File: config.mk
export PLATFORM = sky130hd
export DESIGN_NAME = doubly_linked_list_manager_top
export DESIGN_NICKNAME = d
export VERILOG_FILES = /design/src/sv/dll_pkg.sv /design/src/sv/doubly_linked_list_manager_top.sv /design/src/sv/dll_link_mem.sv
export SDC_FILE = /design/constraint.sdc
export NUM_CORES = 2
export LEC_CHECK = 0
export ABC_AREA = 1
export BUFFER_PORTS_ARGS = -buffer_cell sky130_fd_sc_hd__buf_2
export CORE_MARGIN = 2
export CORE_UTILIZATION = 39
export CTS_CLUSTER_DIAMETER = 100
export DETAILED_ROUTE_END_ITERATION = 8
export GPL_ROUTABILITY_DRIVEN = 0
export MAX_ROUTING_LAYER = met4
export PLACE_DENSITY = 0.65
export SLEW_MARGIN = 0
export SYNTH_ARGS = -nofsm -noshare
export SYNTH_HDL_FRONTEND = slang
export SYNTH_SLANG_ARGS = --single-unit
File: constraint.sdc
create_clock -name i_clk -period 4.2 [get_ports i_clk]
set_clock_uncertainty 0.15 [all_clocks]
set_input_delay 0.21 -clock i_clk [delete_from_list [all_inputs] [get_ports i_clk]]
set_output_delay 0.21 -clock i_clk [all_outputs]
set_load 0.01 [all_outputs]
File: src/sv/dll_pkg.sv
// Shared types and codes for the doubly linked list manager.
`default_nettype none
package dll_pkg;

    // operation codes
    localparam logic [3:0] FN_PUSH_FRONT = 4'd0;
    localparam logic [3:0] FN_PUSH_BACK  = 4'd1;
    localparam logic [3:0] FN_INS_AFTER  = 4'd2;
    localparam logic [3:0] FN_INS_BEFORE = 4'd3;
    localparam logic [3:0] FN_REMOVE     = 4'd4;
    localparam logic [3:0] FN_POP_FRONT  = 4'd5;
    localparam logic [3:0] FN_POP_BACK   = 4'd6;
    localparam logic [3:0] FN_READ       = 4'd7;
    localparam logic [3:0] FN_CLEAR      = 4'd8;

    // status codes
    localparam logic [1:0] ST_OK    = 2'd0;
    localparam logic [1:0] ST_FULL  = 2'd1;
    localparam logic [1:0] ST_BAD   = 2'd2;
    localparam logic [1:0] ST_EMPTY = 2'd3;

    // request sequencer states
    typedef enum logic [3:0] {
        S_IDLE, S_RD, S_DEC, S_NB, S_W1, S_W2, S_W3, S_OUT
    } t_state;

endpackage
`default_nettype wire

File: src/sv/doubly_linked_list_manager_top.sv
// Top level of the doubly linked list manager.
//
// Usage: drive i_func, i_node_handle and i_value and raise start while
// busy is low; the request is taken at that edge. Exactly one result
// follows, shown for one cycle with o_done high; it cannot be held off.
// Sequence: every request, clear and error requests included, walks the
// same steps: read the addressed node, decode and read the free head's
// next link, update the bookkeeping registers; then W1 writes the new
// node links (neighbor links on removal), W2 points the neighbors at
// the new node (on removal, puts the node on the free list), W3 writes
// nothing and S_OUT shows the result. busy stays high through S_OUT, so
// a new request is accepted only after the last one is through.
// Reset: front, back and free list become none, the fresh counter zero
// and all allocated bits clear. Node memories keep contents; only entries
// of allocated nodes and the free head are read. Clear does the same.
`default_nettype none
module doubly_linked_list_manager_top
    import dll_pkg::*;
#(
    parameter int POOL_NODES = 64,
    parameter int DATA_BITS  = 32
) (
    input  wire         i_clk,
    input  wire         i_rst_n,
    input  wire         start,
    output logic        busy,
    output logic        o_done,
    input  wire  [3:0]  i_func,
    input  wire  [5:0]  i_node_handle,
    input  wire  [31:0] i_value,
    output logic [1:0]  o_status,
    output logic [6:0]  o_node,
    output logic [31:0] o_node_value,
    output logic [6:0]  o_next_node,
    output logic [6:0]  o_prev_node,
    output logic [6:0]  o_front,
    output logic [6:0]  o_back,
    output logic        o_is_empty
);
    localparam int AW = $clog2(POOL_NODES);
    localparam int HW = $clog2(POOL_NODES + 1);
    localparam logic [HW-1:0] NONE = HW'(POOL_NODES);

    t_state r_st, n_st;
    logic [3:0]           r_func;
    logic [HW-1:0]        r_h;
    logic [DATA_BITS-1:0] r_val;
    logic [HW-1:0]        r_front, r_back, r_free, r_fresh;
    logic [POOL_NODES-1:0] r_alloc;
    logic [HW-1:0]        r_n, r_a, r_b;   // node, its next, its prev
    logic [1:0]           r_status;
    logic [DATA_BITS-1:0] r_rval;
    logic                 r_found;
    logic [DATA_BITS-1:0] r_data [POOL_NODES];
    logic [DATA_BITS-1:0] r_drd;

    // link memory ports
    logic          nx_we, pv_we;
    logic [AW-1:0] nx_wa, pv_wa, nx_ra, pv_ra;
    logic [HW-1:0] nx_wd, pv_wd, nx_rd, pv_rd;
    logic [AW-1:0] d_ra;

    dll_link_mem #(.POOL_NODES(POOL_NODES)) u_next (
        .i_clk(i_clk), .i_we(nx_we), .i_waddr(nx_wa), .i_wdata(nx_wd),
        .i_raddr(nx_ra), .o_rdata(nx_rd));
    dll_link_mem #(.POOL_NODES(POOL_NODES)) u_prev (
        .i_clk(i_clk), .i_we(pv_we), .i_waddr(pv_wa), .i_wdata(pv_wd),
        .i_raddr(pv_ra), .o_rdata(pv_rd));

    logic accept;
    assign accept = start && !busy;
    assign busy   = (r_st != S_IDLE);

    logic is_ins, is_rm, h_ok;
    assign is_ins = (r_func <= FN_INS_BEFORE);
    assign is_rm  = (r_func == FN_REMOVE) || (r_func == FN_POP_FRONT) ||
                    (r_func == FN_POP_BACK);
    assign h_ok   = (r_h < NONE) && r_alloc[r_h[AW-1:0]];

    // node addressed in the read cycle
    logic [HW-1:0] tgt;
    always_comb begin
        priority case (r_func)
            FN_POP_FRONT: tgt = r_front;
            FN_POP_BACK:  tgt = r_back;
            default:      tgt = r_h;
        endcase
    end

    // next state
    always_comb begin
        n_st = r_st;
        unique case (r_st)
            S_IDLE:  if (accept) n_st = S_RD;
            S_RD:    n_st = S_DEC;
            S_DEC:   n_st = S_NB;
            S_NB:    n_st = S_W1;
            S_W1:    n_st = S_W2;
            S_W2:    n_st = S_W3;
            S_W3:    n_st = S_OUT;
            S_OUT:   n_st = S_IDLE;
            default: n_st = S_IDLE;
        endcase
    end

    // memory read addresses: target in RD; free-head next in DEC
    always_comb begin
        nx_ra = tgt[AW-1:0];
        pv_ra = tgt[AW-1:0];
        d_ra  = tgt[AW-1:0];
        if (r_st == S_DEC) begin
            nx_ra = r_free[AW-1:0];
        end
    end

    // link writes: at most one next-link and one prev-link write in each write state
    logic          w_en_n, w_en_p;
    logic [HW-1:0] w_an, w_dn, w_ap, w_dp;
    always_comb begin
        w_en_n = 1'b0; w_en_p = 1'b0;
        w_an = r_n; w_dn = NONE; w_ap = r_n; w_dp = NONE;
        if (r_found && r_status == ST_OK) begin
            if (is_ins) begin
                unique case (r_st)
                    S_W1: begin   // new node links
                        w_en_n = 1'b1; w_an = r_n; w_dn = r_a;
                        w_en_p = 1'b1; w_ap = r_n; w_dp = r_b;
                    end
                    S_W2: begin   // neighbors point at new node
                        w_en_n = (r_b != NONE); w_an = r_b; w_dn = r_n;
                        w_en_p = (r_a != NONE); w_ap = r_a; w_dp = r_n;
                    end
                    default: ;
                endcase
            end else if (is_rm) begin
                unique case (r_st)
                    S_W1: begin
                        w_en_n = (r_b != NONE); w_an = r_b; w_dn = r_a;
                        w_en_p = (r_a != NONE); w_ap = r_a; w_dp = r_b;
                    end
                    S_W2: begin   // to free list
                        w_en_n = 1'b1; w_an = r_n; w_dn = r_free;
                    end
                    default: ;
                endcase
            end
        end
    end
    assign nx_we = w_en_n; assign nx_wa = w_an[AW-1:0]; assign nx_wd = w_dn;
    assign pv_we = w_en_p; assign pv_wa = w_ap[AW-1:0]; assign pv_wd = w_dp;

    // data memory
    always_ff @(posedge i_clk) begin
        if (r_st == S_W1 && r_found && r_status == ST_OK && is_ins) begin
            r_data[r_n[AW-1:0]] <= r_val;
        end
        r_drd <= r_data[d_ra];
    end

    // control and bookkeeping
    always_ff @(posedge i_clk) begin
        if (!i_rst_n) begin
            r_st <= S_IDLE;
            r_front <= NONE; r_back <= NONE; r_free <= NONE;
            r_fresh <= '0; r_alloc <= '0; o_done <= 1'b0; r_found <= 1'b0;
        end else begin
            r_st   <= n_st;
            o_done <= 1'b0;
            unique case (r_st)
                S_IDLE: if (accept) begin
                    r_func <= i_func;
                    r_h    <= HW'(i_node_handle);
                    r_val  <= DATA_BITS'(i_value);
                end
                S_RD: begin
                    r_status <= ST_OK; r_found <= 1'b0; r_n <= NONE;
                    if (is_ins || r_func == FN_REMOVE || r_func == FN_READ) begin
                        if (r_func != FN_PUSH_FRONT && r_func != FN_PUSH_BACK
                            && !h_ok) r_status <= ST_BAD;
                        else r_found <= 1'b1;
                    end else if (r_func == FN_POP_FRONT || r_func == FN_POP_BACK) begin
                        if (tgt == NONE) r_status <= ST_EMPTY;
                        else r_found <= 1'b1;
                    end else if (r_func == FN_CLEAR) begin
                        r_front <= NONE; r_back <= NONE; r_free <= NONE;
                        r_fresh <= '0; r_alloc <= '0;
                    end
                end
                S_DEC: begin
                    // links of target are ready; free head next read now
                    if (r_found) begin
                        if (is_ins) begin
                            if (r_free != NONE || r_fresh < NONE) begin
                                r_n <= (r_free != NONE) ? r_free : r_fresh;
                                if (r_func == FN_PUSH_FRONT ||
                                    (r_func == FN_INS_BEFORE && pv_rd == NONE)) begin
                                    r_b <= NONE; r_a <= r_front;
                                end else if (r_func == FN_PUSH_BACK ||
                                    (r_func == FN_INS_AFTER && nx_rd == NONE)) begin
                                    r_a <= NONE; r_b <= r_back;
                                end else if (r_func == FN_INS_AFTER) begin
                                    r_b <= r_h; r_a <= nx_rd;
                                end else begin
                                    r_a <= r_h; r_b <= pv_rd;
                                end
                            end else begin
                                r_status <= ST_FULL; r_found <= 1'b0;
                            end
                        end else begin
                            r_n <= tgt; r_a <= nx_rd; r_b <= pv_rd;
                            r_rval <= r_drd;
                        end
                    end
                end
                S_NB: begin
                    if (r_found && is_ins) begin
                        r_alloc[r_n[AW-1:0]] <= 1'b1;
                        r_rval <= r_val;
                        if (r_free != NONE) r_free <= nx_rd;
                        else r_fresh <= r_fresh + 1'b1;
                        if (r_b == NONE) r_front <= r_n;
                        if (r_a == NONE) r_back  <= r_n;
                    end else if (r_found && is_rm) begin
                        r_alloc[r_n[AW-1:0]] <= 1'b0;
                        if (r_b == NONE) r_front <= r_a;
                        if (r_a == NONE) r_back  <= r_b;
                    end
                end
                S_W2: begin
                    if (r_found && is_rm) r_free <= r_n;
                end
                S_W3: o_done <= 1'b1;
                default: ;
            endcase
        end
    end

    // result outputs
    always_comb begin
        o_status     = r_status;
        o_node       = 7'(r_found ? r_n : NONE);
        o_node_value = r_found ? 32'(r_rval) : 32'd0;
        o_next_node  = 7'(r_found ? r_a : NONE);
        o_prev_node  = 7'(r_found ? r_b : NONE);
        o_front      = 7'(r_front);
        o_back       = 7'(r_back);
        o_is_empty   = (r_front == NONE);
    end
endmodule
`default_nettype wire

File: src/sv/dll_link_mem.sv
// Link memory: one link (next or prev) per node, one write port, one registered read port.
`default_nettype none
module dll_link_mem #(
    parameter int POOL_NODES = 64
) (
    input  wire                                i_clk,
    input  wire                                i_we,
    input  wire  [$clog2(POOL_NODES)-1:0]      i_waddr,
    input  wire  [$clog2(POOL_NODES+1)-1:0]    i_wdata,
    input  wire  [$clog2(POOL_NODES)-1:0]      i_raddr,
    output logic [$clog2(POOL_NODES+1)-1:0]    o_rdata
);
    logic [$clog2(POOL_NODES+1)-1:0] r_mem [POOL_NODES];

    // synchronous write and registered read
    always_ff @(posedge i_clk) begin
        if (i_we) begin
            r_mem[i_waddr] <= i_wdata;
        end
        o_rdata <= r_mem[i_raddr];
    end
endmodule
`default_nettype wire

# After elaboration in Yosys (flattened, before gate mapping)
# Memories as Yosys holds them, arrays and structs flattened. A register that Yosys moved wholly into a read port is not among the register bits.
# Cells that the tools add are included.
# Widths: inputs -> output; s select.
[totals]
register_bits = 195
latch_bits = 0
mem_bits_rw = 2944
romBits = 0
n_memories = 3
[op_classes]
n_addsub = 1
mul = 0
n_div = 0
magnitude_cmp = 6
eq_ne = 41
shifts = 0
n_mux = 113
bitwise_logic = 3
n_reduce_logical = 42
[mem_list]
columns = ["memory", "depth", "word_bits", "rd", "rd_ports_with_merged_regs", "wr", "line", "text"]
rows = [
  ["r_data", 64, 32, 1, 1, 1, "doubly_linked_list_manager_top.sv:54", "logic [DATA_BITS-1:0] r_data [POOL_NODES];"],
  ["u_next.r_mem", 64, 7, 1, 1, 1, "dll_link_mem.sv:13", "logic [$clog2(POOL_NODES+1)-1:0] r_mem [POOL_NODES];"],
  ["u_prev.r_mem", 64, 7, 1, 1, 1, "dll_link_mem.sv:13", ""],
]
[op_table]
columns = ["cell", "n"]
rows = [
  ["$mux 64", 5],
  ["$mux 7", 43],
  ["$mux 32", 4],
  ["$pmux 64 s2", 1],
  ["$pmux 7 s2", 8],
  ["$mux 6", 11],
  ["$and 64x64->64", 1],
  ["$not 64->64", 1],
  ["$or 64x64->64", 1],
  ["$pmux 32 s2", 1],
  ["$eq 7x7->1 const B", 6],
  ["$eq 4x3->1 const B", 7],
  ["$ne 2x2->1 const B", 14],
  ["$pmux 4 s7", 1],
  ["$mux 1", 23],
  ["$lt 6x7->1 const B", 3],
  ["$ne 7x7->1 const B", 3],
  ["$pmux 7 s3", 1],
  ["$reduce_and 6->1", 3],
  ["$eq 4x2->1 const B", 4],
  ["$reduce_and 5->1", 3],
  ["$mux 2", 7],
  ["$logic_and 1x1->1", 13],
  ["$eq 4x1->1 const B", 2],
  ["other kinds (24)", 40],
]

# Longest topological paths before layout
[depth]
word_depth = 9
depth_mapped = 21
ltp_nobuf = 19

# Modules after synthesis
# From an unflattened synthesis, not the netlist that was laid out.
[hier_totals]
cells_unflattened = 12980
area_unflattened_um2 = 137851.0
[modules_own_cells]
columns = ["mod", "n_inst", "cells_per_inst", "area_each_um2"]
rows = [
  ["doubly_linked_list_manager_top", 1, 9783, 100714.1],
  ["dll_link_mem at u_next", 1, 1607, 18591.6],
  ["dll_link_mem at u_prev", 1, 1590, 18545.3],
]

# Worst setup path after synthesis
# OpenSTA, ideal clock, no wires.
[synth_path]
path_kind = "register -> register"
startpoint = "register r_func[3]"
endpoint = "memory u_next.r_mem[0][1] (netlist bit), data pin"
arrival_time_ns = 3.464
required_time_ns = 3.462
path_slack_ns = -0.002
path_stages_with_launch = 8
path_buffers = 2
period_less_slack_ns = 4.202
cell_sequence = "edfxtp_1 -> nor2_1 -> inv_1 -> clkbuf_1 -> clkbuf_1 -> a21oi_1 -> clkinv_1 -> a31oi_1"
[synth_via]
elab_chain_len = 6
word_cells_on_any_way = 9
classes_between = "1 x order compare; 3 x eq/ne; 3 x mux; 2 x reduce/logical"
[synth_lines]
columns = ["element", "line", "text"]
rows = [
  ["from (decl)", "doubly_linked_list_manager_top.sv:45", "logic [3:0] r_func;"],
  ["from (signal assigned)", "doubly_linked_list_manager_top.sv:171", "r_func <= i_func;"],
  ["$eq 4x3->1", "doubly_linked_list_manager_top.sv:76", "assign is_rm = (r_func == FN_REMOVE) || (r_func == FN_POP_FRONT) ||"],
  ["$logic_or 1x1->1 (2 in a row)", "doubly_linked_list_manager_top.sv:76", ""],
  ["$mux 7", "doubly_linked_list_manager_top.sv:135", "end else if (is_rm) begin"],
  ["$mux 7 (*)", "doubly_linked_list_manager_top.sv:123", "if (is_ins) begin"],
  ["$mux 7 (*)", "doubly_linked_list_manager_top.sv:122", "if (r_found && r_status == ST_OK) begin"],
  ["via nx_wd[1]", "doubly_linked_list_manager_top.sv:60", "logic [HW-1:0] nx_wd, pv_wd, nx_rd, pv_rd;"],
  ["to (decl)", "dll_link_mem.sv:13", ""],
]
# The timed path passes the listed nets; every way through them passes the cells marked *.

# Final worst setup path
[layout_path]
startpoint = "register r_func[1]"
endpoint = "register r_drd[1], read port of r_data"
[layout_via]
elab_chain_len = 2
word_cells_on_any_way = 3
classes_between = "2 x eq/ne; 1 x mux"
[layout_lines]
columns = ["element", "line", "text"]
rows = [
  ["$eq 4x3->1", "doubly_linked_list_manager_top.sv:83", "priority case (r_func)"],
  ["$pmux 7 s2 (*)", "doubly_linked_list_manager_top.sv:83", ""],
  ["to (decl)", "doubly_linked_list_manager_top.sv:55", "logic [DATA_BITS-1:0] r_drd;"],
]
# Mark *: on every way between the ends. The rest lies on a longest branch, timed or not.
# A chain may end at the register's enable or synchronous reset.

==> results.toml <==
[outcome]
outcome = "finished clean"

[clocking]
clk_latency_ns = 0.90
cts_htree_levels = 5
ctsHoldBuffers = 83
cts_sinks = 3184
cts_resized = 0
numCtsBuffers = 325
post_cts_buffers = 0
cts_tree = "built"
clockBufferDepth = 4
clkTransAtPathRegs_ns = 0.06
clockRootBuffer = "clkbuf_16"

[pwr]
pwr_density_cell_nw_per_um2 = 453
p_leak_nw = 53.2
peakVddDrop_v = 0.000335
power_w = 0.0688

[logic_synthesis]
synth_edf_count = 3041
syn_inst = 11500
ys_types = 49
synth_top_cell_by_area = "edfxtp_1"
yosysSeqAreaShare_pct = 71.6
async_flop_share_pct = 0
ys_ff_latch = 3184
yosys-top-cells-area = "edfxtp_1 69%, nor2_1 5.1%, o21ai_0 4.2%"
synth_nets = 11500
synth_ff_type = "edfxtp_1"
synth_warnings = 0
yosysTopAreaCellShare_pct = 69.4
syn_avg_cell_area_um2 = 11.5
synth_area_um2 = 132000

[floorplan]
start_util_pct = 39.1
placementRows = 213
fp.dieH_um = 585
ios = 117
fp.dieArea_um2 = 342000
fp.dieW_um = 585
core_um2 = 336000

[placement]
pre_cts_ws_ns = 0.408
dp_cells = 15900
io_buffer_count = 116
hpwl_um = 229000

[critical_path]
cp-end-kind = "flop"
r2r_setup_slack_ns = 0.40
crit_fanout = 104
r2r-start = "r_func[1]$_DFFE_PP_"
cp_data_arrival_time_ns = 4.39
critPathRequiredTime_ns = 4.80
r2r-end = "r_drd[1]$_DFF_P_"
critPathKind = "flop to flop"
startpoint_type = "flop"
r2r_cells = 18

[worst_hold_path]
hold_depth = 2
hold_path_end = "r_func[1]$_DFFE_PP_"
hold_class = "input port to flop"
hold_path.startpoint = "i_func[1]"

[sta]
finalMaxSlewViolations = 0
postLayoutSetupSlackWorst_ns = 0.403
post-route-min-period_ns = 3.80
slew_headroom_pct = 20.9
tightest_slew_ns = 1.19
rsz0062_at_grt = "no"
post-route-period-util_pct = 90.4
setup_violations = 0
hold_viol = 0
fmax_ghz = 0.263
holdWs_ns = 0.251

[final_layout]
fin_cells = 16600
layout_commonest_cell = "edfxtp_1"
nNetsFinal = 11800
utilization_pct = 45.2
drive_gt1_share_pct = 9.80
mostFrequentLayoutCells = "3,041 x edfxtp_1, 1,708 x nor2_1, 1,434 x nand2_1, 1,092 x o21ai_0, 1,049 x nand3_1"
syn2layout_area_growth_pct = 15.6

[drt]
dr.pass1.iters = 8
wl_um = 393000
drtIter0Drc = 13000
routedWlPerCell_um = 23.6
drtAntennaViolNets = 0
drc = 0
vias_per_cell = 5.45
vias = 90600

[global_routing]
grt_pass1_vias = 84100
grt_pass1_wl_um = 569000
grt_max_degree = 125
met3_usage_pct = 3.47
grt_use_met1_pct = 30.8
top_usage_layer = "met2"
globalRouteOverflowTotal = 0
met2_usage_pct = 35.0
track_usage_pct = 23.0
antenna_found_initial = 27

[job]
maxCapViolations = 0
-- critical path, cell delays in order (launching register included) --
cell,delay [ns]
edfxtp_1,0.45
nand2_1,0.13
nand3_2,0.10
nor2_1,0.29
nand3_2,0.23
nand2_8,0.36
inv_16,0.18
buf_12,0.30
buf_4,0.19
nor2_1,0.10
nor2_1,0.05
o21ai_0,0.08
o21ai_1,0.09
nand2_1,0.07
nand3_1,0.10
nand2_1,0.29
nand2_1,0.09
inv_1,0.21
nand2_1,0.07
-- power breakdown --
part           internal (W)  switching (W)  total, W
Combinational       0.00147        0.00412   0.00559
Sequential           0.0347       0.000217    0.0350
Clock                0.0163         0.0120    0.0283
Total                0.0525         0.0163    0.0688
-- worst max path at each step --
stage	slack, ns	cells past startpoint	endpoint	from
after floorplan	-0.002	7	u_next.r_mem[0][1]$_DFFE_PP_	r_func[3]$_DFFE_PP_
after detailed placement	0.41	17	r_drd[25]$_DFF_P_	r_func[3]$_DFFE_PP_
final	0.40	18	r_drd[1]$_DFF_P_	r_func[1]$_DFFE_PP_
after global routing	0.21	14	u_prev.r_mem[3][5]$_DFFE_PP_	r_st[0]$_SDFFE_PN0P_
after global placement	0.44	17	r_drd[25]$_DFF_P_	r_func[3]$_DFFE_PP_
after CTS	0.46	17	r_drd[25]$_DFF_P_	r_func[3]$_DFFE_PP_
-- state kept, by name, indices dropped and copies added (netlist names), 32 cells and up --
signal and flops:
r_data 2048, r_alloc 64, r_val 32, r_drd 32
u_next.r_mem 448, u_prev.r_mem 448, r_rval 32
-- area by class of cell --
class / count / area, µm²
well taps: 4515 / 5650
diodes: 87 / 218
flip-flops and latches: 3184 / 94200
fillers: 29900 / 184000
multi-input cells: 6714 / 31800
inverters: 862 / 3270
clock inverters: 152 / 1450
repair buffers: 692 / 6700
clock buffers: 424 / 8780
-- routing by layer --
metal,share of wire (%),routed length [µm]
met5,0,0
met4,4.3,16700
met3,10,39600
met2,46,181000
met1,40,155000
-- cells in the mapped netlist, types with 13 or more instances --
library cell / n
buf_4: 13
o22ai_1: 127
nand3_1: 1051
dfxtp_1: 143
edfxtp_1: 3041
nor2_1: 1779
o21a_1: 66
o211ai_1: 196
buf_1: 73
nand3b_1: 155
nor3_1: 88
buf_2: 276
o21ai_0: 1093
inv_1: 844
a21oi_1: 407
clkbuf_1: 346
nand2_1: 1441
o21ai_1: 231
-- metrics by stage --
step                      TNS, ns  cell area [µm²]
after global placement          0           141000
after global routing            0           152000
after CTS                       0           152000
after detailed placement        0           141000
after floorplan            -0.643           132000
final                           0           152000
-- cell families (layout without fill, tap and decap cells) --
| family | count (synthesis) | in the layout | synth area share, % |
|---|---|---|---|
| fa+ha+maj | 1 | 1 | 0.00951 |
| simple gates | 4554 | 4554 | 14.6 |
| other cells | 0 | 87 | 0 |
| xor+xnor | 1 | 1 | 0.00666 |
| flops | 3184 | 3184 | 71.6 |
| compound gates | 2158 | 2158 | 8.92 |
| buf+inv | 1579 | 2130 | 4.84 |
Note: power is estimated with default switching activity, not from simulation.
